File: config.mk
export PLATFORM = sky130hd
export DESIGN_NAME = aesbm_front
export DESIGN_NICKNAME = d
export VERILOG_FILES = /design/src/hw/rtl/assert_macros.svh /design/src/hw/rtl/aesbm_pkg.sv /design/src/hw/rtl/aesbm_front.sv
export SDC_FILE = /design/constraint.sdc
export NUM_CORES = 1
export LEC_CHECK = 0
export ABC_AREA = 1
export BUFFER_PORTS_ARGS = -buffer_cell sky130_fd_sc_hd__buf_2
export CAP_MARGIN = 30
export CORE_AREA = 10 10 100 102
export DETAILED_ROUTE_END_ITERATION = 8
export DIE_AREA = 0 0 110 112
export GPL_TIMING_DRIVEN = 0
export SETUP_SLACK_MARGIN = 0.5
export SYNTH_ARGS = -nofsm -noshare
export SYNTH_HDL_FRONTEND = slang
export SYNTH_SLANG_ARGS = --single-unit
File: constraint.sdc
create_clock -name vclk -period 0.8
set_input_delay 0.08 -clock vclk [all_inputs]
set_output_delay 0.08 -clock vclk [all_outputs]
set_load 0.005 [all_outputs]
File: src/hw/rtl/assert_macros.svh
// Assertion macros shared by the AES block mode engine modules.
`ifndef ASSERT_MACROS_SVH
`define ASSERT_MACROS_SVH

// Property that must hold at every clock edge outside reset.
`define AESBM_ASSERT(lbl, prop, msg) \
  lbl: assert property (@(posedge clk) disable iff (rst) prop) else $error(msg);

// Condition that must never be seen at a clock edge outside reset.
`define AESBM_ASSERT_NEVER(lbl, cond, msg) \
  lbl: assert property (@(posedge clk) disable iff (rst) !(cond)) else $error(msg);

`endif

File: src/hw/rtl/aesbm_pkg.sv
// Types, constants, tables and round functions of the AES block mode engine.
`timescale 1ns / 1ps
package aesbm_pkg;

  localparam int QDEPTH = 2;
  localparam int QAW = $clog2(QDEPTH);
  localparam int NR_MAX = 14;
  localparam int APB_AW = 6;

  localparam logic [3:0] NR_128 = 4'd10;
  localparam logic [3:0] NR_256 = 4'd14;
  localparam logic [4:0] BLOCK_BYTES = 5'd16;

  localparam logic [1:0] ST_OK = 2'd0;
  localparam logic [1:0] ST_NOKEY = 2'd1;
  localparam logic [1:0] ST_PARTIAL = 2'd2;

  localparam logic [1:0] MODE_ECB = 2'd0;
  localparam logic [1:0] MODE_CBC = 2'd1;
  localparam logic [1:0] MODE_CTR = 2'd2;

  localparam logic [1:0] KL_128 = 2'd1;
  localparam logic [1:0] KL_256 = 2'd2;

  localparam logic [2:0] REG_KEY0 = 3'd0;
  localparam logic [2:0] REG_KEY1 = 3'd1;
  localparam logic [2:0] REG_KEY2 = 3'd2;
  localparam logic [2:0] REG_KEY3 = 3'd3;
  localparam logic [2:0] REG_KEY_LENGTH = 3'd4;
  localparam logic [2:0] REG_CIPHER_MODE = 3'd5;
  localparam logic [2:0] REG_DECRYPT = 3'd6;

  localparam logic [0:0] ACT_LOAD = 1'b0;

  typedef enum logic [3:0] {
    OP_LOAD, OP_NOKEY, OP_EMPTY, OP_PARTIAL,
    OP_ECB_ENC, OP_ECB_DEC, OP_CBC_ENC, OP_CBC_DEC, OP_CTR
  } op_t;

  typedef enum logic [1:0] {BK_IDLE, BK_KEYEXP, BK_ROUND, BK_DONE} bk_state_t;

  typedef struct packed {
    op_t          op;
    logic [127:0] data;
    logic [4:0]   nbytes;
  } cmd_t;

  typedef struct packed {
    logic [1:0] key_length;
    logic [1:0] cipher_mode;
    logic       decrypt;
  } front_cfg_t;

  typedef struct packed {
    logic [255:0] key;
    logic [1:0]   key_length;
    logic         key_upd;
  } key_cfg_t;

  localparam logic [7:0] SBOX [256] = '{
    8'h63,8'h7c,8'h77,8'h7b,8'hf2,8'h6b,8'h6f,8'hc5,8'h30,8'h01,8'h67,8'h2b,8'hfe,8'hd7,8'hab,8'h76,
    8'hca,8'h82,8'hc9,8'h7d,8'hfa,8'h59,8'h47,8'hf0,8'had,8'hd4,8'ha2,8'haf,8'h9c,8'ha4,8'h72,8'hc0,
    8'hb7,8'hfd,8'h93,8'h26,8'h36,8'h3f,8'hf7,8'hcc,8'h34,8'ha5,8'he5,8'hf1,8'h71,8'hd8,8'h31,8'h15,
    8'h04,8'hc7,8'h23,8'hc3,8'h18,8'h96,8'h05,8'h9a,8'h07,8'h12,8'h80,8'he2,8'heb,8'h27,8'hb2,8'h75,
    8'h09,8'h83,8'h2c,8'h1a,8'h1b,8'h6e,8'h5a,8'ha0,8'h52,8'h3b,8'hd6,8'hb3,8'h29,8'he3,8'h2f,8'h84,
    8'h53,8'hd1,8'h00,8'hed,8'h20,8'hfc,8'hb1,8'h5b,8'h6a,8'hcb,8'hbe,8'h39,8'h4a,8'h4c,8'h58,8'hcf,
    8'hd0,8'hef,8'haa,8'hfb,8'h43,8'h4d,8'h33,8'h85,8'h45,8'hf9,8'h02,8'h7f,8'h50,8'h3c,8'h9f,8'ha8,
    8'h51,8'ha3,8'h40,8'h8f,8'h92,8'h9d,8'h38,8'hf5,8'hbc,8'hb6,8'hda,8'h21,8'h10,8'hff,8'hf3,8'hd2,
    8'hcd,8'h0c,8'h13,8'hec,8'h5f,8'h97,8'h44,8'h17,8'hc4,8'ha7,8'h7e,8'h3d,8'h64,8'h5d,8'h19,8'h73,
    8'h60,8'h81,8'h4f,8'hdc,8'h22,8'h2a,8'h90,8'h88,8'h46,8'hee,8'hb8,8'h14,8'hde,8'h5e,8'h0b,8'hdb,
    8'he0,8'h32,8'h3a,8'h0a,8'h49,8'h06,8'h24,8'h5c,8'hc2,8'hd3,8'hac,8'h62,8'h91,8'h95,8'he4,8'h79,
    8'he7,8'hc8,8'h37,8'h6d,8'h8d,8'hd5,8'h4e,8'ha9,8'h6c,8'h56,8'hf4,8'hea,8'h65,8'h7a,8'hae,8'h08,
    8'hba,8'h78,8'h25,8'h2e,8'h1c,8'ha6,8'hb4,8'hc6,8'he8,8'hdd,8'h74,8'h1f,8'h4b,8'hbd,8'h8b,8'h8a,
    8'h70,8'h3e,8'hb5,8'h66,8'h48,8'h03,8'hf6,8'h0e,8'h61,8'h35,8'h57,8'hb9,8'h86,8'hc1,8'h1d,8'h9e,
    8'he1,8'hf8,8'h98,8'h11,8'h69,8'hd9,8'h8e,8'h94,8'h9b,8'h1e,8'h87,8'he9,8'hce,8'h55,8'h28,8'hdf,
    8'h8c,8'ha1,8'h89,8'h0d,8'hbf,8'he6,8'h42,8'h68,8'h41,8'h99,8'h2d,8'h0f,8'hb0,8'h54,8'hbb,8'h16
  };

  localparam logic [7:0] INV_SBOX [256] = '{
    8'h52,8'h09,8'h6a,8'hd5,8'h30,8'h36,8'ha5,8'h38,8'hbf,8'h40,8'ha3,8'h9e,8'h81,8'hf3,8'hd7,8'hfb,
    8'h7c,8'he3,8'h39,8'h82,8'h9b,8'h2f,8'hff,8'h87,8'h34,8'h8e,8'h43,8'h44,8'hc4,8'hde,8'he9,8'hcb,
    8'h54,8'h7b,8'h94,8'h32,8'ha6,8'hc2,8'h23,8'h3d,8'hee,8'h4c,8'h95,8'h0b,8'h42,8'hfa,8'hc3,8'h4e,
    8'h08,8'h2e,8'ha1,8'h66,8'h28,8'hd9,8'h24,8'hb2,8'h76,8'h5b,8'ha2,8'h49,8'h6d,8'h8b,8'hd1,8'h25,
    8'h72,8'hf8,8'hf6,8'h64,8'h86,8'h68,8'h98,8'h16,8'hd4,8'ha4,8'h5c,8'hcc,8'h5d,8'h65,8'hb6,8'h92,
    8'h6c,8'h70,8'h48,8'h50,8'hfd,8'hed,8'hb9,8'hda,8'h5e,8'h15,8'h46,8'h57,8'ha7,8'h8d,8'h9d,8'h84,
    8'h90,8'hd8,8'hab,8'h00,8'h8c,8'hbc,8'hd3,8'h0a,8'hf7,8'he4,8'h58,8'h05,8'hb8,8'hb3,8'h45,8'h06,
    8'hd0,8'h2c,8'h1e,8'h8f,8'hca,8'h3f,8'h0f,8'h02,8'hc1,8'haf,8'hbd,8'h03,8'h01,8'h13,8'h8a,8'h6b,
    8'h3a,8'h91,8'h11,8'h41,8'h4f,8'h67,8'hdc,8'hea,8'h97,8'hf2,8'hcf,8'hce,8'hf0,8'hb4,8'he6,8'h73,
    8'h96,8'hac,8'h74,8'h22,8'he7,8'had,8'h35,8'h85,8'he2,8'hf9,8'h37,8'he8,8'h1c,8'h75,8'hdf,8'h6e,
    8'h47,8'hf1,8'h1a,8'h71,8'h1d,8'h29,8'hc5,8'h89,8'h6f,8'hb7,8'h62,8'h0e,8'haa,8'h18,8'hbe,8'h1b,
    8'hfc,8'h56,8'h3e,8'h4b,8'hc6,8'hd2,8'h79,8'h20,8'h9a,8'hdb,8'hc0,8'hfe,8'h78,8'hcd,8'h5a,8'hf4,
    8'h1f,8'hdd,8'ha8,8'h33,8'h88,8'h07,8'hc7,8'h31,8'hb1,8'h12,8'h10,8'h59,8'h27,8'h80,8'hec,8'h5f,
    8'h60,8'h51,8'h7f,8'ha9,8'h19,8'hb5,8'h4a,8'h0d,8'h2d,8'he5,8'h7a,8'h9f,8'h93,8'hc9,8'h9c,8'hef,
    8'ha0,8'he0,8'h3b,8'h4d,8'hae,8'h2a,8'hf5,8'hb0,8'hc8,8'heb,8'hbb,8'h3c,8'h83,8'h53,8'h99,8'h61,
    8'h17,8'h2b,8'h04,8'h7e,8'hba,8'h77,8'hd6,8'h26,8'he1,8'h69,8'h14,8'h63,8'h55,8'h21,8'h0c,8'h7d
  };

  function automatic logic [7:0] xt(input logic [7:0] a);
    return {a[6:0], 1'b0} ^ (a[7] ? 8'h1b : 8'h00);
  endfunction

  // One encryption round: SubBytes, ShiftRows, MixColumns unless last, AddRoundKey.
  function automatic logic [127:0] enc_round(input logic [127:0] s, input logic [127:0] rk,
                                             input logic last);
    logic [7:0] t [16];
    logic [7:0] a0, a1, a2, a3, al;
    logic [127:0] r;
    for (int c = 0; c < 4; c++) begin
      for (int i = 0; i < 4; i++) begin
        t[i + 4 * c] = SBOX[s[127 - 8 * (i + 4 * ((c + i) & 3)) -: 8]];
      end
    end
    if (!last) begin
      for (int c = 0; c < 4; c++) begin
        a0 = t[4 * c];
        a1 = t[4 * c + 1];
        a2 = t[4 * c + 2];
        a3 = t[4 * c + 3];
        al = a0 ^ a1 ^ a2 ^ a3;
        t[4 * c]     = a0 ^ al ^ xt(a0 ^ a1);
        t[4 * c + 1] = a1 ^ al ^ xt(a1 ^ a2);
        t[4 * c + 2] = a2 ^ al ^ xt(a2 ^ a3);
        t[4 * c + 3] = a3 ^ al ^ xt(a3 ^ a0);
      end
    end
    for (int k = 0; k < 16; k++) begin
      r[127 - 8 * k -: 8] = t[k];
    end
    return r ^ rk;
  endfunction

  function automatic logic [7:0] mul9(input logic [7:0] a);
    return xt(xt(xt(a))) ^ a;
  endfunction

  function automatic logic [7:0] mul11(input logic [7:0] a);
    return xt(xt(xt(a))) ^ xt(a) ^ a;
  endfunction

  function automatic logic [7:0] mul13(input logic [7:0] a);
    return xt(xt(xt(a))) ^ xt(xt(a)) ^ a;
  endfunction

  function automatic logic [7:0] mul14(input logic [7:0] a);
    return xt(xt(xt(a))) ^ xt(xt(a)) ^ xt(a);
  endfunction

  // One decryption round: InvShiftRows, InvSubBytes, AddRoundKey, InvMixColumns unless last.
  function automatic logic [127:0] dec_round(input logic [127:0] s, input logic [127:0] rk,
                                             input logic last);
    logic [7:0] t [16];
    logic [7:0] a0, a1, a2, a3;
    logic [127:0] u;
    logic [127:0] r;
    for (int c = 0; c < 4; c++) begin
      for (int i = 0; i < 4; i++) begin
        t[i + 4 * ((c + i) & 3)] = INV_SBOX[s[127 - 8 * (i + 4 * c) -: 8]];
      end
    end
    for (int k = 0; k < 16; k++) begin
      u[127 - 8 * k -: 8] = t[k];
    end
    u = u ^ rk;
    r = u;
    if (!last) begin
      for (int c = 0; c < 4; c++) begin
        a0 = u[127 - 32 * c -: 8];
        a1 = u[119 - 32 * c -: 8];
        a2 = u[111 - 32 * c -: 8];
        a3 = u[103 - 32 * c -: 8];
        r[127 - 32 * c -: 8] = mul14(a0) ^ mul11(a1) ^ mul13(a2) ^ mul9(a3);
        r[119 - 32 * c -: 8] = mul9(a0) ^ mul14(a1) ^ mul11(a2) ^ mul13(a3);
        r[111 - 32 * c -: 8] = mul13(a0) ^ mul9(a1) ^ mul14(a2) ^ mul11(a3);
        r[103 - 32 * c -: 8] = mul11(a0) ^ mul13(a1) ^ mul9(a2) ^ mul14(a3);
      end
    end
    return r;
  endfunction

  // Next round key from the key Nk words back and the last word produced.
  function automatic logic [127:0] key_step(input logic [127:0] base, input logic [127:0] prev,
                                            input logic [7:0] rcon, input logic rot);
    logic [31:0] t, w0, w1, w2, w3;
    if (rot) begin
      t = {SBOX[prev[23:16]] ^ rcon, SBOX[prev[15:8]], SBOX[prev[7:0]], SBOX[prev[31:24]]};
    end else begin
      t = {SBOX[prev[31:24]], SBOX[prev[23:16]], SBOX[prev[15:8]], SBOX[prev[7:0]]};
    end
    w0 = base[127:96] ^ t;
    w1 = base[95:64] ^ w0;
    w2 = base[63:32] ^ w1;
    w3 = base[31:0] ^ w2;
    return {w0, w1, w2, w3};
  endfunction

endpackage

File: src/hw/rtl/aesbm_front.sv
// Front end: takes input words and sorts each into one back-end operation.
`timescale 1ns / 1ps
module aesbm_front
  import aesbm_pkg::*;
(
  input  logic         in_valid,
  output logic         in_ready,
  input  logic         in_action,
  input  logic [127:0] in_data,
  input  logic [4:0]   in_count,
  input  front_cfg_t   cfg,
  input  logic         q_full,
  output logic         push,
  output cmd_t         push_cmd
);

  logic [4:0] nbytes;
  logic       key_ok;

  assign in_ready = !q_full;
  assign push     = in_valid && !q_full;
  assign nbytes   = (in_count > BLOCK_BYTES) ? BLOCK_BYTES : in_count;
  assign key_ok   = (cfg.key_length == KL_128) || (cfg.key_length == KL_256);

  always_comb begin
    push_cmd.data   = in_data;
    push_cmd.nbytes = nbytes;
    if (in_action == ACT_LOAD) begin
      push_cmd.op = OP_LOAD;
    end else if (!key_ok) begin
      push_cmd.op = OP_NOKEY;
    end else if (nbytes == '0) begin
      push_cmd.op = OP_EMPTY;
    end else if (cfg.cipher_mode == MODE_CTR) begin
      push_cmd.op = OP_CTR;
    end else if (nbytes != BLOCK_BYTES) begin
      push_cmd.op = OP_PARTIAL;
    end else if (cfg.cipher_mode == MODE_CBC) begin
      push_cmd.op = cfg.decrypt ? OP_CBC_DEC : OP_CBC_ENC;
    end else begin
      // The unused mode code runs as ECB.
      push_cmd.op = cfg.decrypt ? OP_ECB_DEC : OP_ECB_ENC;
    end
  end

endmodule

After elaboration in Yosys (flattened, before gate mapping)
Index checks and enable logic that the tools add are counted.
Storage, ports and cells
  flip-flop bits (word level): 0
  input bits: 141
  output and inout port bits: 139
  word-level logic and storage cells: 19
Operators by class
  magnitude comparators: 1
  equality and inequality tests: 5
  muxes and demuxes: 9
  reduce and logical (&&, ||, !) cells: 4
Operators by type and width (count)
  4-bit two-way mux: 4
  5-bit > comparator, second input constant: 1
  5-bit logical NOT: 1
  5-bit two-way mux: 1
  5-bit != test, second input constant: 1
  2-bit by 1-bit equality test with 1-bit output, second input constant: 2
  2-bit equality test, second input constant: 2
  3-bit two-way mux: 1
  1-bit two-way mux: 2
  2-bit two-way mux: 1
  1-bit logical AND: 1
  1-bit logical NOT: 1
  1-bit logical OR: 1

Depth between registers and ports, before layout
  depth in word-level cells: 8
  gate-level depth with buffers: 6
  depth with buffers taken out: 6

Least setup slack after synthesis
No wires, ideal clock.
  path kind: input to output
  from: in cfg[4] (netlist name)
  to: out push_cmd[135] (netlist name)
  data arrival time: 0.511 ns
  data required time: 0.720 ns
  path slack: 0.209 ns
  cell stages on the path: 3
  buffers on the path: 0
  path through: xor2_1 -> nand2_1 -> nor3_2
RTL lines
  start: declaration: RTL line aesbm_front.sv:11  | input front_cfg_t cfg,
  end: declaration: RTL line aesbm_front.sv:14  | output cmd_t push_cmd

==> flow_metrics.env <==
export IMPL_crit_fanout=6
export IMPL_period_needed_ps=824
export IMPL_initial_utilization_pct=14.1
export IMPL_finalCritPeriodShare_pct=103
export IMPL_hp_class="in -> out"
export IMPL_critical_path_required_ps=720
export IMPL_final_common_cell="buf_6"
export IMPL_setup_viol=1
export IMPL_overflow=0
export IMPL_setup_ws_ps=-24.0
export IMPL_rows=33
export IMPL_syn_inst=162
export IMPL_gp_congestion=0.753
export IMPL_ant_nets=0
export IMPL_path_class="in -> out"
export IMPL_hold_ws_ps=304
export IMPL_outcome="complete, but fails checks"
export IMPL_syn_avg_cell_area_um2=6.99
export IMPL_fillers=761
export IMPL_slew_headroom_pct=88.4
export IMPL_yosysWarnings=0
export IMPL_worstSetupStartpointType="input pin"
export IMPL_placed_area_um2=2080
export IMPL_crit_arrival_ps=740
export IMPL_vias_per_cell=3.48
export IMPL_tns_ps=-24.0
export IMPL_ios=280
export IMPL_synth_area_um2=1130
export IMPL_fp_dieArea_um2=12300
export IMPL_worst_setup_path_end_kind="output pin"
export IMPL_first_iter_violations=10
export IMPL_drc_errors=0
export IMPL_ys_types=16
export IMPL_fmax_ghz=1.21
export IMPL_finalHoldViolations=0
export IMPL_synth_nets=303
export IMPL_wl_mm=8.07
export IMPL_regArea_um2=0
export IMPL_area_delta_synth_final_pct=213
export IMPL_die_w_um=110
export IMPL_antenna_found_initial=0
export IMPL_violations="setup timing"
export IMPL_final_max_slew_viol_count=0
export IMPL_first_pass_iters=2
export IMPL_multi_input_area_um2=209
export IMPL_grt_pass1_wl_mm=10.9
export IMPL_rsz0062_at_grt="true"
export IMPL_final_cell_area_um2=3540
export IMPL_port_buffers=152
export IMPL_drive_gt1_share_pct=95.9
export IMPL_vias=1467
export IMPL_fp_dieH_um=112
export IMPL_final_cell_mix="buf_6, buf_2, inv_1, inv_2, buf_8"
export IMPL_nClkBuffers=0
export IMPL_wire_per_inst_um=19.1
export IMPL_yosysSeqAreaShare_pct=0
export IMPL_finalNonFillerCells=422
export IMPL_grt_max_degree=7
export IMPL_fin_nets=460
export IMPL_seq_cell_count=0
export IMPL_p_leak_nw=1.83
export IMPL_power_density_nw_per_um2=522
export IMPL_tightestPinTransition_ps=174
export IMPL_antennaDiodeCount=0
export IMPL_dp_hpwl_mm=6.28
export IMPL_ir_drop_mv=0.256
export IMPL_total_power_mw=1.85
export IMPL_place_inst=419
export IMPL_grt_pass1_vias=1776
export IMPL_grt_usage_pct=11.2
export IMPL_cts_hold_buf=0
export IMPL_drv_cap=0
export IMPL_core_area_um2=8050
area by class of cell:
| class | count | share of cell area (%) |
|---|---|---|
| tap | 105 | 3.71 |
| inverter | 12 | 1.87 |
| multi-input combinational | 21 | 5.90 |
| timing repair buffer | 155 | 47.7 |
| buffer | 129 | 40.8 |
synthesized netlist by cell type, drive strengths merged:
| library cell | count | area share [%] |
|---|---|---|
| a21oi | 2 | 1.2 |
| a31oi | 1 | 0.55 |
| buf | 128 | 85 |
| clkbuf | 1 | 0.33 |
| inv | 12 | 4.2 |
| nand2 | 4 | 1.3 |
| nand3 | 1 | 0.88 |
| nand4 | 1 | 0.55 |
| nor2 | 6 | 2.0 |
| nor3 | 1 | 0.88 |
| o21ai | 4 | 2.4 |
| xor2 | 1 | 0.77 |
logic make-up after synthesis:
kind of cell,synth area share [%]
buffers and inverters,89.4
AO/OA/AOI/OAI,4.20
XOR/XNOR,0.774
AND/OR/NAND/NOR,5.64
through the flow:
stage / setup WS [ps] / util (%)
3_5_place_dp: -208 / 25.8
5_1_grt: -66.7 / 44.0
6_report: -24.0 / 44.0
2_1_floorplan: 271 / -
4_1_cts: -6.81 / 43.7
3_3_place_gp: -199 / 25.8
path summary, 6_finish.rpt:
check	startpoint	to	slack [ps]	cells past startpoint
setup / recovery	in_count[4]	push_cmd[133]	-20	7
hold / removal	in_data[73]	push_cmd[78]	300	2
power by group:
group	internal (mW)	switching, mW	total (mW)
clock	0	0	0
combinational	1.35	0.500	1.85
sequential	0	0	0
routing by layer:
layer / vias to the layer above / part of all wire, % / track usage (%)
met3: 0 / 20 / 7.90
li1: 669 / - / -
met2: 158 / 55 / 22.9
met1: 640 / 24 / 8.52
met5: - / 0 / 0
met4: 0 / 0 / 0
worst max-delay path: stages:
cell     delay, ps
buf_12         120
inv_16          70
o21ai_4         60
nand3_4        110
nand2_2         60
a21oi_2        120
buf_2          120
timing repair:
action	in CTS	in global routing
endpoints found under the setup margin	139	139
buffers inserted	2	1
gates resized for setup	288	5
pin swaps	11	8
Note: power is estimated with default switching activity, not from simulation.
