===== config.mk =====
export PLATFORM = sky130hd
export DESIGN_NAME = aesbm_queue
export DESIGN_NICKNAME = d
export VERILOG_FILES = /design/src/hw/rtl/aesbm_pkg.sv /design/src/hw/rtl/aesbm_queue.sv
export VERILOG_INCLUDE_DIRS = /design/src /design/src/hw/rtl
export SDC_FILE = /design/constraint.sdc
export NUM_CORES = 1
export LEC_CHECK = 0
export BUFFER_PORTS_ARGS = -buffer_cell sky130_fd_sc_hd__buf_2
export CORE_ASPECT_RATIO = 1.1
export CORE_MARGIN = 4
export CORE_UTILIZATION = 52
export DETAILED_ROUTE_END_ITERATION = 7
export GPL_ROUTABILITY_DRIVEN = 0
export PLACE_DENSITY = 0.79
export SYNTH_ARGS = -nofsm -noshare
export SYNTH_HDL_FRONTEND = slang
export SYNTH_SLANG_ARGS = --single-unit
export TNS_END_PERCENT = 10

===== constraint.sdc =====
create_clock -name clk -period 9.4 [get_ports clk]
set_input_delay 0.94 -clock clk [delete_from_list [all_inputs] [get_ports clk]]
set_output_delay 0.94 -clock clk [all_outputs]
set_load 0.02 [all_outputs]

===== src/hw/rtl/assert_macros.svh =====
// Assertion macros shared by the AES block mode engine modules.
`ifndef ASSERT_MACROS_SVH
`define ASSERT_MACROS_SVH

// Property that must hold at every clock edge outside reset.
`define AESBM_ASSERT(lbl, prop, msg) \
  lbl: assert property (@(posedge clk) disable iff (rst) prop) else $error(msg);

// Condition that must never be seen at a clock edge outside reset.
`define AESBM_ASSERT_NEVER(lbl, cond, msg) \
  lbl: assert property (@(posedge clk) disable iff (rst) !(cond)) else $error(msg);

`endif


===== src/hw/rtl/aesbm_pkg.sv =====
// Types, constants, tables and round functions of the AES block mode engine.
`timescale 1ns / 1ps
package aesbm_pkg;

  localparam int QDEPTH = 2;
  localparam int QAW = $clog2(QDEPTH);
  localparam int NR_MAX = 14;
  localparam int APB_AW = 6;

  localparam logic [3:0] NR_128 = 4'd10;
  localparam logic [3:0] NR_256 = 4'd14;
  localparam logic [4:0] BLOCK_BYTES = 5'd16;

  localparam logic [1:0] ST_OK = 2'd0;
  localparam logic [1:0] ST_NOKEY = 2'd1;
  localparam logic [1:0] ST_PARTIAL = 2'd2;

  localparam logic [1:0] MODE_ECB = 2'd0;
  localparam logic [1:0] MODE_CBC = 2'd1;
  localparam logic [1:0] MODE_CTR = 2'd2;

  localparam logic [1:0] KL_128 = 2'd1;
  localparam logic [1:0] KL_256 = 2'd2;

  localparam logic [2:0] REG_KEY0 = 3'd0;
  localparam logic [2:0] REG_KEY1 = 3'd1;
  localparam logic [2:0] REG_KEY2 = 3'd2;
  localparam logic [2:0] REG_KEY3 = 3'd3;
  localparam logic [2:0] REG_KEY_LENGTH = 3'd4;
  localparam logic [2:0] REG_CIPHER_MODE = 3'd5;
  localparam logic [2:0] REG_DECRYPT = 3'd6;

  localparam logic [0:0] ACT_LOAD = 1'b0;

  typedef enum logic [3:0] {
    OP_LOAD, OP_NOKEY, OP_EMPTY, OP_PARTIAL,
    OP_ECB_ENC, OP_ECB_DEC, OP_CBC_ENC, OP_CBC_DEC, OP_CTR
  } op_t;

  typedef enum logic [1:0] {BK_IDLE, BK_KEYEXP, BK_ROUND, BK_DONE} bk_state_t;

  typedef struct packed {
    op_t          op;
    logic [127:0] data;
    logic [4:0]   nbytes;
  } cmd_t;

  typedef struct packed {
    logic [1:0] key_length;
    logic [1:0] cipher_mode;
    logic       decrypt;
  } front_cfg_t;

  typedef struct packed {
    logic [255:0] key;
    logic [1:0]   key_length;
    logic         key_upd;
  } key_cfg_t;

  localparam logic [7:0] SBOX [256] = '{
    8'h63,8'h7c,8'h77,8'h7b,8'hf2,8'h6b,8'h6f,8'hc5,8'h30,8'h01,8'h67,8'h2b,8'hfe,8'hd7,8'hab,8'h76,
    8'hca,8'h82,8'hc9,8'h7d,8'hfa,8'h59,8'h47,8'hf0,8'had,8'hd4,8'ha2,8'haf,8'h9c,8'ha4,8'h72,8'hc0,
    8'hb7,8'hfd,8'h93,8'h26,8'h36,8'h3f,8'hf7,8'hcc,8'h34,8'ha5,8'he5,8'hf1,8'h71,8'hd8,8'h31,8'h15,
    8'h04,8'hc7,8'h23,8'hc3,8'h18,8'h96,8'h05,8'h9a,8'h07,8'h12,8'h80,8'he2,8'heb,8'h27,8'hb2,8'h75,
    8'h09,8'h83,8'h2c,8'h1a,8'h1b,8'h6e,8'h5a,8'ha0,8'h52,8'h3b,8'hd6,8'hb3,8'h29,8'he3,8'h2f,8'h84,
    8'h53,8'hd1,8'h00,8'hed,8'h20,8'hfc,8'hb1,8'h5b,8'h6a,8'hcb,8'hbe,8'h39,8'h4a,8'h4c,8'h58,8'hcf,
    8'hd0,8'hef,8'haa,8'hfb,8'h43,8'h4d,8'h33,8'h85,8'h45,8'hf9,8'h02,8'h7f,8'h50,8'h3c,8'h9f,8'ha8,
    8'h51,8'ha3,8'h40,8'h8f,8'h92,8'h9d,8'h38,8'hf5,8'hbc,8'hb6,8'hda,8'h21,8'h10,8'hff,8'hf3,8'hd2,
    8'hcd,8'h0c,8'h13,8'hec,8'h5f,8'h97,8'h44,8'h17,8'hc4,8'ha7,8'h7e,8'h3d,8'h64,8'h5d,8'h19,8'h73,
    8'h60,8'h81,8'h4f,8'hdc,8'h22,8'h2a,8'h90,8'h88,8'h46,8'hee,8'hb8,8'h14,8'hde,8'h5e,8'h0b,8'hdb,
    8'he0,8'h32,8'h3a,8'h0a,8'h49,8'h06,8'h24,8'h5c,8'hc2,8'hd3,8'hac,8'h62,8'h91,8'h95,8'he4,8'h79,
    8'he7,8'hc8,8'h37,8'h6d,8'h8d,8'hd5,8'h4e,8'ha9,8'h6c,8'h56,8'hf4,8'hea,8'h65,8'h7a,8'hae,8'h08,
    8'hba,8'h78,8'h25,8'h2e,8'h1c,8'ha6,8'hb4,8'hc6,8'he8,8'hdd,8'h74,8'h1f,8'h4b,8'hbd,8'h8b,8'h8a,
    8'h70,8'h3e,8'hb5,8'h66,8'h48,8'h03,8'hf6,8'h0e,8'h61,8'h35,8'h57,8'hb9,8'h86,8'hc1,8'h1d,8'h9e,
    8'he1,8'hf8,8'h98,8'h11,8'h69,8'hd9,8'h8e,8'h94,8'h9b,8'h1e,8'h87,8'he9,8'hce,8'h55,8'h28,8'hdf,
    8'h8c,8'ha1,8'h89,8'h0d,8'hbf,8'he6,8'h42,8'h68,8'h41,8'h99,8'h2d,8'h0f,8'hb0,8'h54,8'hbb,8'h16
  };

  localparam logic [7:0] INV_SBOX [256] = '{
    8'h52,8'h09,8'h6a,8'hd5,8'h30,8'h36,8'ha5,8'h38,8'hbf,8'h40,8'ha3,8'h9e,8'h81,8'hf3,8'hd7,8'hfb,
    8'h7c,8'he3,8'h39,8'h82,8'h9b,8'h2f,8'hff,8'h87,8'h34,8'h8e,8'h43,8'h44,8'hc4,8'hde,8'he9,8'hcb,
    8'h54,8'h7b,8'h94,8'h32,8'ha6,8'hc2,8'h23,8'h3d,8'hee,8'h4c,8'h95,8'h0b,8'h42,8'hfa,8'hc3,8'h4e,
    8'h08,8'h2e,8'ha1,8'h66,8'h28,8'hd9,8'h24,8'hb2,8'h76,8'h5b,8'ha2,8'h49,8'h6d,8'h8b,8'hd1,8'h25,
    8'h72,8'hf8,8'hf6,8'h64,8'h86,8'h68,8'h98,8'h16,8'hd4,8'ha4,8'h5c,8'hcc,8'h5d,8'h65,8'hb6,8'h92,
    8'h6c,8'h70,8'h48,8'h50,8'hfd,8'hed,8'hb9,8'hda,8'h5e,8'h15,8'h46,8'h57,8'ha7,8'h8d,8'h9d,8'h84,
    8'h90,8'hd8,8'hab,8'h00,8'h8c,8'hbc,8'hd3,8'h0a,8'hf7,8'he4,8'h58,8'h05,8'hb8,8'hb3,8'h45,8'h06,
    8'hd0,8'h2c,8'h1e,8'h8f,8'hca,8'h3f,8'h0f,8'h02,8'hc1,8'haf,8'hbd,8'h03,8'h01,8'h13,8'h8a,8'h6b,
    8'h3a,8'h91,8'h11,8'h41,8'h4f,8'h67,8'hdc,8'hea,8'h97,8'hf2,8'hcf,8'hce,8'hf0,8'hb4,8'he6,8'h73,
    8'h96,8'hac,8'h74,8'h22,8'he7,8'had,8'h35,8'h85,8'he2,8'hf9,8'h37,8'he8,8'h1c,8'h75,8'hdf,8'h6e,
    8'h47,8'hf1,8'h1a,8'h71,8'h1d,8'h29,8'hc5,8'h89,8'h6f,8'hb7,8'h62,8'h0e,8'haa,8'h18,8'hbe,8'h1b,
    8'hfc,8'h56,8'h3e,8'h4b,8'hc6,8'hd2,8'h79,8'h20,8'h9a,8'hdb,8'hc0,8'hfe,8'h78,8'hcd,8'h5a,8'hf4,
    8'h1f,8'hdd,8'ha8,8'h33,8'h88,8'h07,8'hc7,8'h31,8'hb1,8'h12,8'h10,8'h59,8'h27,8'h80,8'hec,8'h5f,
    8'h60,8'h51,8'h7f,8'ha9,8'h19,8'hb5,8'h4a,8'h0d,8'h2d,8'he5,8'h7a,8'h9f,8'h93,8'hc9,8'h9c,8'hef,
    8'ha0,8'he0,8'h3b,8'h4d,8'hae,8'h2a,8'hf5,8'hb0,8'hc8,8'heb,8'hbb,8'h3c,8'h83,8'h53,8'h99,8'h61,
    8'h17,8'h2b,8'h04,8'h7e,8'hba,8'h77,8'hd6,8'h26,8'he1,8'h69,8'h14,8'h63,8'h55,8'h21,8'h0c,8'h7d
  };

  function automatic logic [7:0] xt(input logic [7:0] a);
    return {a[6:0], 1'b0} ^ (a[7] ? 8'h1b : 8'h00);
  endfunction

  // One encryption round: SubBytes, ShiftRows, MixColumns unless last, AddRoundKey.
  function automatic logic [127:0] enc_round(input logic [127:0] s, input logic [127:0] rk,
                                             input logic last);
    logic [7:0] t [16];
    logic [7:0] a0, a1, a2, a3, al;
    logic [127:0] r;
    for (int c = 0; c < 4; c++) begin
      for (int i = 0; i < 4; i++) begin
        t[i + 4 * c] = SBOX[s[127 - 8 * (i + 4 * ((c + i) & 3)) -: 8]];
      end
    end
    if (!last) begin
      for (int c = 0; c < 4; c++) begin
        a0 = t[4 * c];
        a1 = t[4 * c + 1];
        a2 = t[4 * c + 2];
        a3 = t[4 * c + 3];
        al = a0 ^ a1 ^ a2 ^ a3;
        t[4 * c]     = a0 ^ al ^ xt(a0 ^ a1);
        t[4 * c + 1] = a1 ^ al ^ xt(a1 ^ a2);
        t[4 * c + 2] = a2 ^ al ^ xt(a2 ^ a3);
        t[4 * c + 3] = a3 ^ al ^ xt(a3 ^ a0);
      end
    end
    for (int k = 0; k < 16; k++) begin
      r[127 - 8 * k -: 8] = t[k];
    end
    return r ^ rk;
  endfunction

  function automatic logic [7:0] mul9(input logic [7:0] a);
    return xt(xt(xt(a))) ^ a;
  endfunction

  function automatic logic [7:0] mul11(input logic [7:0] a);
    return xt(xt(xt(a))) ^ xt(a) ^ a;
  endfunction

  function automatic logic [7:0] mul13(input logic [7:0] a);
    return xt(xt(xt(a))) ^ xt(xt(a)) ^ a;
  endfunction

  function automatic logic [7:0] mul14(input logic [7:0] a);
    return xt(xt(xt(a))) ^ xt(xt(a)) ^ xt(a);
  endfunction

  // One decryption round: InvShiftRows, InvSubBytes, AddRoundKey, InvMixColumns unless last.
  function automatic logic [127:0] dec_round(input logic [127:0] s, input logic [127:0] rk,
                                             input logic last);
    logic [7:0] t [16];
    logic [7:0] a0, a1, a2, a3;
    logic [127:0] u;
    logic [127:0] r;
    for (int c = 0; c < 4; c++) begin
      for (int i = 0; i < 4; i++) begin
        t[i + 4 * ((c + i) & 3)] = INV_SBOX[s[127 - 8 * (i + 4 * c) -: 8]];
      end
    end
    for (int k = 0; k < 16; k++) begin
      u[127 - 8 * k -: 8] = t[k];
    end
    u = u ^ rk;
    r = u;
    if (!last) begin
      for (int c = 0; c < 4; c++) begin
        a0 = u[127 - 32 * c -: 8];
        a1 = u[119 - 32 * c -: 8];
        a2 = u[111 - 32 * c -: 8];
        a3 = u[103 - 32 * c -: 8];
        r[127 - 32 * c -: 8] = mul14(a0) ^ mul11(a1) ^ mul13(a2) ^ mul9(a3);
        r[119 - 32 * c -: 8] = mul9(a0) ^ mul14(a1) ^ mul11(a2) ^ mul13(a3);
        r[111 - 32 * c -: 8] = mul13(a0) ^ mul9(a1) ^ mul14(a2) ^ mul11(a3);
        r[103 - 32 * c -: 8] = mul11(a0) ^ mul13(a1) ^ mul9(a2) ^ mul14(a3);
      end
    end
    return r;
  endfunction

  // Next round key from the key Nk words back and the last word produced.
  function automatic logic [127:0] key_step(input logic [127:0] base, input logic [127:0] prev,
                                            input logic [7:0] rcon, input logic rot);
    logic [31:0] t, w0, w1, w2, w3;
    if (rot) begin
      t = {SBOX[prev[23:16]] ^ rcon, SBOX[prev[15:8]], SBOX[prev[7:0]], SBOX[prev[31:24]]};
    end else begin
      t = {SBOX[prev[31:24]], SBOX[prev[23:16]], SBOX[prev[15:8]], SBOX[prev[7:0]]};
    end
    w0 = base[127:96] ^ t;
    w1 = base[95:64] ^ w0;
    w2 = base[63:32] ^ w1;
    w3 = base[31:0] ^ w2;
    return {w0, w1, w2, w3};
  endfunction

endpackage


===== src/hw/rtl/aesbm_queue.sv =====
// Short command queue between the classifying front end and the cipher back end.
`timescale 1ns / 1ps
`include "assert_macros.svh"
module aesbm_queue
  import aesbm_pkg::*;
(
  input  logic clk,
  input  logic rst,
  input  logic push,
  input  cmd_t push_cmd,
  output logic full,
  input  logic pop,
  output logic valid,
  output cmd_t head
);

  cmd_t           slots [QDEPTH];
  logic [QAW-1:0] wr_ptr;
  logic [QAW-1:0] rd_ptr;
  logic [QAW:0]   count;

  assign full  = (count == (QAW + 1)'(QDEPTH));
  assign valid = (count != '0);
  assign head  = slots[rd_ptr];

  always_ff @(posedge clk) begin
    if (rst) begin
      wr_ptr <= '0;
      rd_ptr <= '0;
      count  <= '0;
    end else begin
      if (push) begin
        wr_ptr <= wr_ptr + 1'b1;
      end
      if (pop) begin
        rd_ptr <= rd_ptr + 1'b1;
      end
      if (push && !pop) begin
        count <= count + 1'b1;
      end else if (pop && !push) begin
        count <= count - 1'b1;
      end
    end
  end

  always_ff @(posedge clk) begin
    if (push) begin
      slots[wr_ptr] <= push_cmd;
    end
  end

  `AESBM_ASSERT_NEVER(a_q_overflow, push && !pop && full, "queue written while full")
  `AESBM_ASSERT_NEVER(a_q_underflow, pop && !valid, "queue read while empty")

endmodule


* After elaboration in Yosys (flattened, before gate mapping)
Memories as Yosys holds them, arrays and structs flattened. A register that Yosys moved wholly into a read port is not among the register bits.
Index checks and enable logic that the tools add are counted.
** Word-level totals
- Output and inout bits :: 139
- RAM bits :: 274
- Logic and storage cells :: 21
- Bits of input ports :: 141
- Register bits after elaboration :: 4
- Memories :: 1
** Memories
- slots :: words 2, width 137, read ports 1, clocked after Yosys merged registers in 1, write ports 1, line aesbm_queue.sv:17 : cmd_t slots [QDEPTH];
** Cells by class
- Equality and inequality tests :: 1
- Reductions and logical operators :: 6
- Add/subtract/negate cells :: 4
- Mux-type cells :: 6
** Operators by type and width (count)
- 1-bit 2-to-1 mux :: 4
- 2-bit 2-to-1 mux :: 2
- 2-bit nonzero test :: 2
- 1-bit adder (second input constant) :: 2
- 2-bit by 1-bit adder with 2-bit output (second input constant) :: 1
- 2-bit equality test (second input constant) :: 1
- 1-bit logical AND :: 2
- 1-bit logical NOT :: 2
- 2-bit by 1-bit subtractor with 2-bit output (second input constant) :: 1

* Depth between registers and ports, before layout
Gate-level depths: netlist of run 1.
- Depth in word-level cells :: 4
- Mapped depth :: 5
- Mapped depth without buffers :: 5

* Least setup slack after synthesis of run 1
No wires, ideal clock.
- Path type :: input to register
- From :: input push
- To :: memory slots[0][0] (netlist name) (enable)
- Required time :: 8.749 ns
- Stages :: 1
- Arrival :: 6.873 ns
- Slack :: 1.876 ns
- Buffers on the path :: 0
- Library setup time :: 0.651 ns
- Path through :: nor2b_1
** Between the ends
- Longest elaborated chain between the ends :: 2
** RTL lines
- from (decl) :: line aesbm_queue.sv:9 : input logic push,
- 1-bit 2-to-1 mux :: line aesbm_queue.sv:47 : if (push) begin
- 1-bit 2-to-1 mux (implied by the code) :: line aesbm_queue.sv:48 : slots[wr_ptr] <= push_cmd;
- to (decl) :: line aesbm_queue.sv:17
Every way passes these cells.

==> results of run 1 <==
[worst paths after layout]
path                             from                 endpoint  cells after the start
hold / removal    rd_ptr$_SDFFE_PP0P_                 register                      2
hold reg to reg   rd_ptr$_SDFFE_PP0P_                 register                      2
setup reg to reg  wr_ptr$_SDFFE_PP0P_  slots[1][127]$_DFFE_PP_                      2
setup / recovery             register                head[104]                      3
[routing by layer]
layer  part of all wire [%]  global-route usage, %  vias up  wire length (um)
met5                   0.17                      0        -                34
met3                    9.0                   5.69       38              1780
met1                     37                   20.0     2522              7240
met2                     52                   30.6      210             10200
met4                    2.2                   5.08        6               439
li1                       -                      -     2380                 -
[registers in the layout, summed over array words and instances (netlist names), named ones only]
name,flops
count,2
wr_ptr,1
slots,274
rd_ptr,1
[cells by family after synthesis]
kind of cell | after synthesis | synth area share (%)
XOR/XNOR | 4 | 0.345
multiplexers | 137 | 15.2
flip-flops | 279 | 82.1
AO/OA/AOI/OAI | 2 | 0.0985
AND/OR/NAND/NOR | 9 | 0.481
buffers and inverters | 16 | 1.70
adder cells (fa/ha/maj) | 1 | 0.123
[power by group]
group          leakage, nW  switching (W)  internal [W]  total (W)
Combinational         1.69       0.000199      0.000134   0.000333
Clock                0.420       0.000419      0.000591    0.00101
Sequential            2.61      0.0000291       0.00145    0.00148
[final cells by class]
type                            instances  area share (%)
Clock buffer                           37            6.07
Inverter                                1          0.0299
Antenna cell                            1          0.0199
Sequential cell                       279            66.3
Tap cell                              247            2.46
Multi-Input combinational cell        153            13.2
Clock inverter                         12           0.627
Timing Repair Buffer                  283            11.3
[tightest hold or removal path, cell delays in order (launching register included)]
cell	delay, ns
dfxtp_1	0.33
xnor2_1	0.09
nor2_1	0.09
[through the flow]
step | instances | area (sq um)
detailed placement | 963 | 11700
floorplan | 448 | 10100
finish | 1013 | 12600
global placement | 963 | 11700
CTS | 1012 | 12600
global route | 1012 | 12600
[cells in the final DEF, fill, tap and decap left out]
cell       count
ha_1           1
clkbuf_16     27
nor2b_4        1
and2b_2        1
nor2_1         4
or3_1          1
buf_2        279
or2_2          1
dfxtp_1        4
mux2_2       137
clkbuf_1       5
clkinv_2       6
diode_2        1
clkbuf_8       5
o21ai_0        1
inv_1          1
dfxtp_4        1
xor2_1         2
buf_4          4
xnor2_1        2
edfxtp_1     274
clkinv_1       5
bufinv_16      1
and2_4         1
a21oi_1        1
==> flow_metrics.py, run 1 <==
metrics = {
    "clock_tree": {
        "clock_path_buffers": 3,
        "cts_inserted_buffers": 27,
        "postCtsResizedCells": 0,
        "clk_pin_slew_worst_paths_ns": 0.06,
        "insertion_delay_ns": 0.52,
        "clock-sinks": 279,
        "htreeDepth": 1,
        "cts-root-buf": "clkbuf_16",
        "postCtsHoldBufs": 0,
        "postCtsSetupBuffers": 0,
        "tritoncts": "yes",
    },
    "synthesis": {
        "synth-edff-count": 274,
        "yosysWarningCount": 0,
        "synth_most_common_cell": "edfxtp_1",
        "async_flop_share_pct": 0,
        "synthTopCellsByCount": "274 x edfxtp_1, 137 x mux2_2, 15 x buf_6, 5 x dfxtp_1, 4 x nor2_1",
        "yosys.area.top_type_share_pct": 81.1,
        "synthTopCellsByArea": "edfxtp_1 81%, mux2_2 15%, buf_6 1.7%, dfxtp_1 0.99%, xnor2_1 0.17%",
        "synth_top_area_cell": "edfxtp_1",
        "synthFlopType": "edfxtp_1",
        "syn-num-nets": 590,
        "yosysSeqAreaShare_pct": 82.1,
        "netlist_instances": 448,
        "ys_ff_latch": 279,
        "netlist_area_sq_um": 10100,
        "synth_area_per_cell_sq_um": 22.7,
        "synthDistinctLibCells": 16,
    },
    "detailed_routing": {
        "vias_per_cell": 5.09,
        "drt-pass1-iter-count": 4,
        "ant_nets": 0,
        "drc": 0,
        "wirelength_um": 19700,
        "wl_per_cell_um": 19.5,
        "drt_iter0_markers": 206,
        "num_vias": 5156,
    },
    "layout": {
        "fin_nets": 887,
        "synthToLayoutAreaGrowth_pct": 23.9,
        "ff_latch_area_sq_um": 8330,
        "multi_input_comb_area_sq_um": 1660,
        "fillers": 1291,
        "final_util_pct": 65.6,
        "drive_gt1_share_pct": 60.7,
    },
    "sta": {
        "finalSetupViolCount": 0,
        "max_freq_mhz": 255,
        "whs_ns": 0.547,
        "drv_slew": 0,
        "final_period_minus_worst_setup_slack_ns": 3.92,
        "finalClockSkew_ns": 0.0123,
        "final.period_utilization_pct": 41.7,
        "fin_ws_ns": 5.48,
        "rsz0062_at_grt": "false",
        "hold_viol": 0,
        "relSlewSlack_pct": 27.3,
        "tightest_slew_ns": 1.09,
        "fin_tns_setup_ns": 0,
    },
    "floorplanning": {
        "core-area_sq_um": 19200,
        "dieArea_sq_um": 21800,
        "num_rows": 53,
        "die_x_um": 141,
        "num_io_pins": 280,
        "die_h_um": 155,
        "start_util_pct": 53.0,
    },
    "pwr": {
        "p_total_w": 0.00283,
        "peakVddDrop_uv": 158,
        "p_leak_nw": 4.73,
        "pwr_density_cell_nw_per_um2": 225,
    },
    "grt": {
        "grt_pass1_vias": 5612,
        "grt_max_degree": 82,
        "antenna_found_initial": 3,
        "grt.total_usage_pct": 17.3,
        "grt_pass1_wl_um": 29500,
        "overflow": 0,
    },
    "critical_path": {
        "cp_max_fo": 71,
        "crit_family": "buffers and inverters",
        "slowest_stage": "dfxtp_4",
        "max_stage_delay_ns": 0.91,
        "r2r_slack_ns": 6.88,
        "required_ns": 8.46,
        "path_cells": "buf_4 > mux2_2 > buf_2",
        "crit_type": "reg2out",
        "crit_arrival_ns": 2.98,
        "worst-path-buf-inv": 2,
        "start_kind": "register",
        "cp-end-kind": "output port",
    },
    "run_status": {
        "status": "finished, final reports clean",
    },
    "place": {
        "post-place-ws_ns": 5.99,
        "portBuffers": 279,
        "dp_hpwl_um": 13300,
    },
    "flow_run": {
        "max_cap_viol_count": 0,
    },
    "hold_path": {
        "holdCritPathClass": "reg2reg",
    },
}
(Power assumes the default switching activity.)
==> inputs of run 2 (changes only) <==
- CORE_UTILIZATION: 52 -> 47
- PLACE_DENSITY: 0.79 -> 0.76
- clock period: 9.4 -> 3.47 ns (I/O delays scaled with it)
==> run 2 against run 1 <==
Net effect: via count increased by 2.1%; non-clock buffer count is 22 higher; sequential power grew to 2.7 times the previous value; clock power rose to 2.7 times the previous value; first-iteration DRC count fell by 6.3%; combinational power increased to 2.8 times the previous value.
==> flow_metrics.py, run 2 (same netlist as run 1, synthesis figures left out) <==
metrics = {
    "critical_path": {
        "crit_type": "reg2out",
        "cp-end-kind": "output port",
        "required_ns": 3.12,
        "reg2reg_depth": 2,
        "start_kind": "register",
        "cp_max_fo": 52,
        "r2r-end": "slots[1][66]$_DFFE_PP_",
        "crit_arrival_ns": 2.25,
        "r2r_slack_ns": 1.67,
        "r2r-start": "wr_ptr$_SDFFE_PP0P_",
    },
    "detailed_routing": {
        "vias_per_cell": 4.89,
        "wirelength_um": 19800,
        "num_vias": 5265,
        "drt-pass1-iter-count": 4,
        "drt_iter0_markers": 193,
        "wl_per_cell_um": 18.4,
        "ant_nets": 0,
        "drc": 0,
    },
    "hold_path": {
        "holdCritPathClass": "in2reg",
        "min-delay-start": "push_cmd[32]",
        "holdPathStages": 1,
        "min_to": "slots[0][32]$_DFFE_PP_",
    },
    "place": {
        "placed_cell_area_sq_um": 11800,
        "dp_hpwl_um": 13400,
        "portBuffers": 279,
    },
    "layout": {
        "final_common_cell": "buf_2",
        "reg_top3": "slots (274), count (2)",
        "multi_input_comb_area_sq_um": 1660,
        "synthToLayoutAreaGrowth_pct": 26.7,
        "fillers": 1556,
        "ff_latch_area_sq_um": 8330,
        "fin_nets": 909,
        "final_util_pct": 60.4,
        "largest_reg_flops": 274,
        "design_area_sq_um": 12900,
        "largest-register": "slots",
        "drive_gt1_share_pct": 58.9,
        "diodes": 0,
        "mostFrequentLayoutCells": "279 x buf_2, 274 x edfxtp_1, 137 x mux2_2",
    },
    "grt": {
        "grt.total_usage_pct": 15.8,
        "grt_pass1_wl_um": 30100,
        "grt_pass1_vias": 5725,
        "overflow": 0,
        "grt_max_degree": 71,
        "antenna_found_initial": 5,
    },
    "sta": {
        "finalClockSkew_ns": 0.00574,
        "max_freq_mhz": 385,
        "final_period_minus_worst_setup_slack_ns": 2.60,
        "hold_viol": 0,
        "rsz0062_at_grt": "false",
        "relSlewSlack_pct": 36.4,
        "drv_slew": 0,
        "tightest_slew_ns": 0.955,
        "final.period_utilization_pct": 74.9,
        "finalSetupViolCount": 0,
    },
    "floorplanning": {
        "die_h_um": 162,
        "num_io_pins": 280,
        "dieArea_sq_um": 24000,
        "start_util_pct": 47.7,
        "num_rows": 56,
        "die_x_um": 148,
        "core-area_sq_um": 21300,
    },
    "pwr": {
        "p_leak_nw": 4.81,
        "pwr_density_cell_nw_per_um2": 594,
        "peakVddDrop_uv": 344,
    },
    "clock_tree": {
        "tritoncts": "yes",
        "postCtsSetupBuffers": 0,
        "clock_path_buffers": 3,
        "htreeDepth": 1,
        "clk_pin_slew_worst_paths_ns": 0.06,
        "insertion_delay_ns": 0.51,
        "cts_inserted_buffers": 27,
        "clock-sinks": 279,
        "cts-root-buf": "clkbuf_16",
    },
    "run_status": {
        "status": "finished, final reports clean",
    },
    "flow_run": {
        "max_cap_viol_count": 0,
    },
}
==> run 2: worst max-delay path: stages (launching register included) <==
cell and delay [ns]:
dfxtp_4 0.82, buf_12 0.33, mux2_2 0.38, buf_2 0.16
==> run 2: report_power, final <==
| part | switching, W | internal, W | total [W] |
|---|---|---|---|
| logic | 0.000547 | 0.000388 | 0.000935 |
| clock network | 0.00114 | 0.00156 | 0.00270 |
| registers | 0.0000730 | 0.00394 | 0.00401 |
| total | 0.00176 | 0.00589 | 0.00764 |
==> run 2: layout make-up <==
cell class              instances  area share [%]
clock buffers                  29            5.31
clock inverters                19            1.08
inverters                       1          0.0292
multi-input cells             153            12.9
flip-flops and latches        279            64.8
well taps                     290            2.82
repair buffers                305            13.1
==> run 2: layer usage <==
metal  wire, um  track usage [%]  vias to the layer above  share of wire (%)
met2      10100             27.7                      210                 51
li1           -                -                     2421                  -
met1       7560             18.9                     2573                 38
met4        525             4.83                       10                2.6
met5         69                0                        -               0.35
met3       1520             4.38                       51                7.7
==> run 2: through the flow <==
| stage | hold WS, ns | instances | TNS (ns) | setup slack (ns) | total power [W] |
|---|---|---|---|---|---|
| 4_1_cts | 0.000340 | 1074 | 0 | 0.808 | 0.00773 |
| 2_1_floorplan | 0.416 | 448 | -80.40 | -0.587 | 0.00467 |
| 3_3_place_gp | 0.474 | 1008 | 0 | 1.40 | 0.00498 |
| 5_1_grt | 0.000942 | 1076 | 0 | 0.745 | 0.00795 |
| 6_report | 0.0267 | 1076 | 0 | 0.871 | 0.00764 |
| 3_5_place_dp | 0.512 | 1008 | 0 | 1.36 | 0.00501 |
==> run 2: repair_timing <==
| action | CTS | global route |
|---|---|---|
| hold endpoints to repair | 35 | 4 |
| hold buffers | 18 | 2 |
| setup endpoints to repair | 0 | 0 |
| resized for setup | 0 | 0 |
==> run 2: how the worst max path moves through the flow <==
stage / end / slack [ns] / cells past startpoint
6_report: head[125] / 0.87 / 3
5_1_grt: head[4] / 0.74 / 3
4_1_cts: head[56] / 0.81 / 3
3_5_place_dp: head[56] / 1.36 / 3
3_3_place_gp: head[56] / 1.40 / 3
2_1_floorplan: slots[1][0]$_DFFE_PP_ / -0.59 / 1
==> inputs of run 3 (changes only) <==
- clock period: 3.47 -> 2.37 ns (I/O delays scaled with it)
==> run 3 against run 2 <==
Net effect: clock power is 53% higher; critical endpoint is now head[1]; worst hold slack better by 0.0073 ns; largest power group unchanged; critical path depth stayed put; flip-flop and latch count stayed put; critical path type unchanged; total power is 51% higher; first-iteration DRC count stayed put; cell count is 11% higher; highest routed layer unchanged; global-route usage is 2.0 points higher; sequential share of layout area is 5.8 points lower.
==> flow_metrics.py, run 3 (same netlist as run 1, synthesis figures left out) <==
metrics = {
    "critical_path": {
        "crit_arrival_ns": 1.85,
        "reg2reg_depth": 2,
        "slowest_stage": "mux2_2",
        "max_stage_delay_ns": 0.41,
        "start_kind": "register",
        "path_cells": "buf_12 > mux2_2 > buf_2",
        "crit_end": "head[1]",
        "r2r_slack_ns": 0.87,
        "r2r-end": "slots[1][111]$_DFFE_PP_",
        "cp-end-kind": "output port",
        "crit_type": "reg2out",
        "required_ns": 2.13,
        "r2r-start": "wr_ptr$_SDFFE_PP0P_",
        "cp_max_fo": 74,
    },
    "layout": {
        "fillers": 1419,
        "final_common_cell": "buf_2",
        "drive_gt1_share_pct": 51.4,
        "fin_nets": 1028,
        "reg_top3": "slots (274), count (2)",
        "design_area_sq_um": 14100,
        "mostFrequentLayoutCells": "279 x buf_2, 274 x edfxtp_1, 138 x dlygate4sd3_1",
        "synthToLayoutAreaGrowth_pct": 39.2,
        "largest_reg_flops": 274,
        "largest-register": "slots",
    },
    "clock_tree": {
        "htreeDepth": 1,
        "postCtsHoldBufs": 138,
        "postCtsResizedCells": 0,
        "postCtsSetupBuffers": 0,
        "insertion_delay_ns": 0.52,
        "clk_pin_slew_worst_paths_ns": 0.06,
        "cts-root-buf": "clkbuf_16",
        "clock-sinks": 279,
        "clock_path_buffers": 3,
        "cts_inserted_buffers": 28,
        "tritoncts": "yes",
    },
    "sta": {
        "rsz0062_at_grt": "false",
        "max_freq_mhz": 480,
        "finalClockSkew_ns": 0.00963,
        "finalSetupViolCount": 0,
        "relSlewSlack_pct": 71.7,
        "final.period_utilization_pct": 87.9,
        "tightest_slew_ns": 0.424,
        "final_period_minus_worst_setup_slack_ns": 2.08,
        "drv_slew": 0,
        "hold_viol": 0,
    },
    "run_status": {
        "status": "finished, final reports clean",
    },
    "place": {
        "dp_hpwl_um": 13300,
        "placed_cell_area_sq_um": 11900,
        "portBuffers": 279,
    },
    "pwr": {
        "p_total_w": 0.0116,
        "peakVddDrop_uv": 654,
        "pwr_density_cell_nw_per_um2": 818,
        "p_leak_nw": 5.34,
    },
    "grt": {
        "antenna_found_initial": 3,
        "grt_busiest_layer": "met2",
        "grt_pass1_wl_um": 33800,
        "overflow": 0,
        "grt.total_usage_pct": 17.7,
        "use_met1_pct": 20.4,
        "grtUsageMet2_pct": 32.2,
        "grt_pass1_vias": 6474,
        "grt_max_degree": 75,
        "met3_usage_pct": 4.19,
    },
    "detailed_routing": {
        "drc": 0,
        "drt_iter0_markers": 193,
        "drt-pass1-iter-count": 4,
        "vias_per_cell": 4.86,
        "wirelength_um": 22100,
        "ant_nets": 0,
        "wl_per_cell_um": 18.5,
        "num_vias": 5817,
    },
    "floorplanning": {
        "num_rows": 56,
        "dieArea_sq_um": 24000,
        "core-area_sq_um": 21300,
        "num_io_pins": 280,
        "start_util_pct": 47.7,
        "die_h_um": 162,
        "die_x_um": 148,
    },
    "hold_path": {
        "holdCritPathClass": "in2reg",
    },
    "flow_run": {
        "max_cap_viol_count": 0,
    },
}
## run 3: metrics by stage
step	std cells	util [%]	setup WS, ns	hold slack, ns	setup TNS [ns]
finish	1197	66.3	0.287	0.0341	0
global route	1197	66.3	0.204	0.0518	0
CTS	1196	66.3	0.266	0.00914	0
detailed placement	1008	55.8	0.814	0.428	0
global placement	1008	55.8	0.853	0.425	0
floorplan	448	-	-0.408	0.302	-73.76
## run 3: report_power, final
part           internal, W  switching, W
registers          0.00576     0.0000778
logic             0.000707      0.000889
clock network      0.00244       0.00168
## run 3: worst min path at each step
stage                              from                      end  cells past startpoint
final                               pop                 register                      3
after CTS                           pop                 register                      3
after detailed placement  push_cmd[121]  slots[1][121]$_DFFE_PP_                      1
after global routing                pop      rd_ptr$_SDFFE_PP0P_                      3
after global placement    push_cmd[129]  slots[0][129]$_DFFE_PP_                      1
after floorplan                     rst      wr_ptr$_SDFFE_PP0P_                      1
## run 3: per-layer routing
metal,part of all wire [%],wire length (um)
met2,53,11700
met5,0.12,26
met1,36,8030
met4,3.5,774
met3,7.2,1590
## run 3: critical path, delay by kind of cell (launching register included)
family / cells / cell delay, ns
mux: 1 / 0.41
buf+inv: 2 / 0.46
flops: 1 / 0.37
## run 3: cell type report
class	count	area, sq um	area share, %
Antenna cell	1	2.50	0.0177
Clock buffer	36	752	5.32
Multi-Input combinational cell	153	1660	11.7
Inverter	1	3.75	0.0266
Sequential cell	279	8330	59.0
Tap cell	290	363	2.57
Clock inverter	14	114	0.806
Timing Repair Buffer	423	2900	20.5
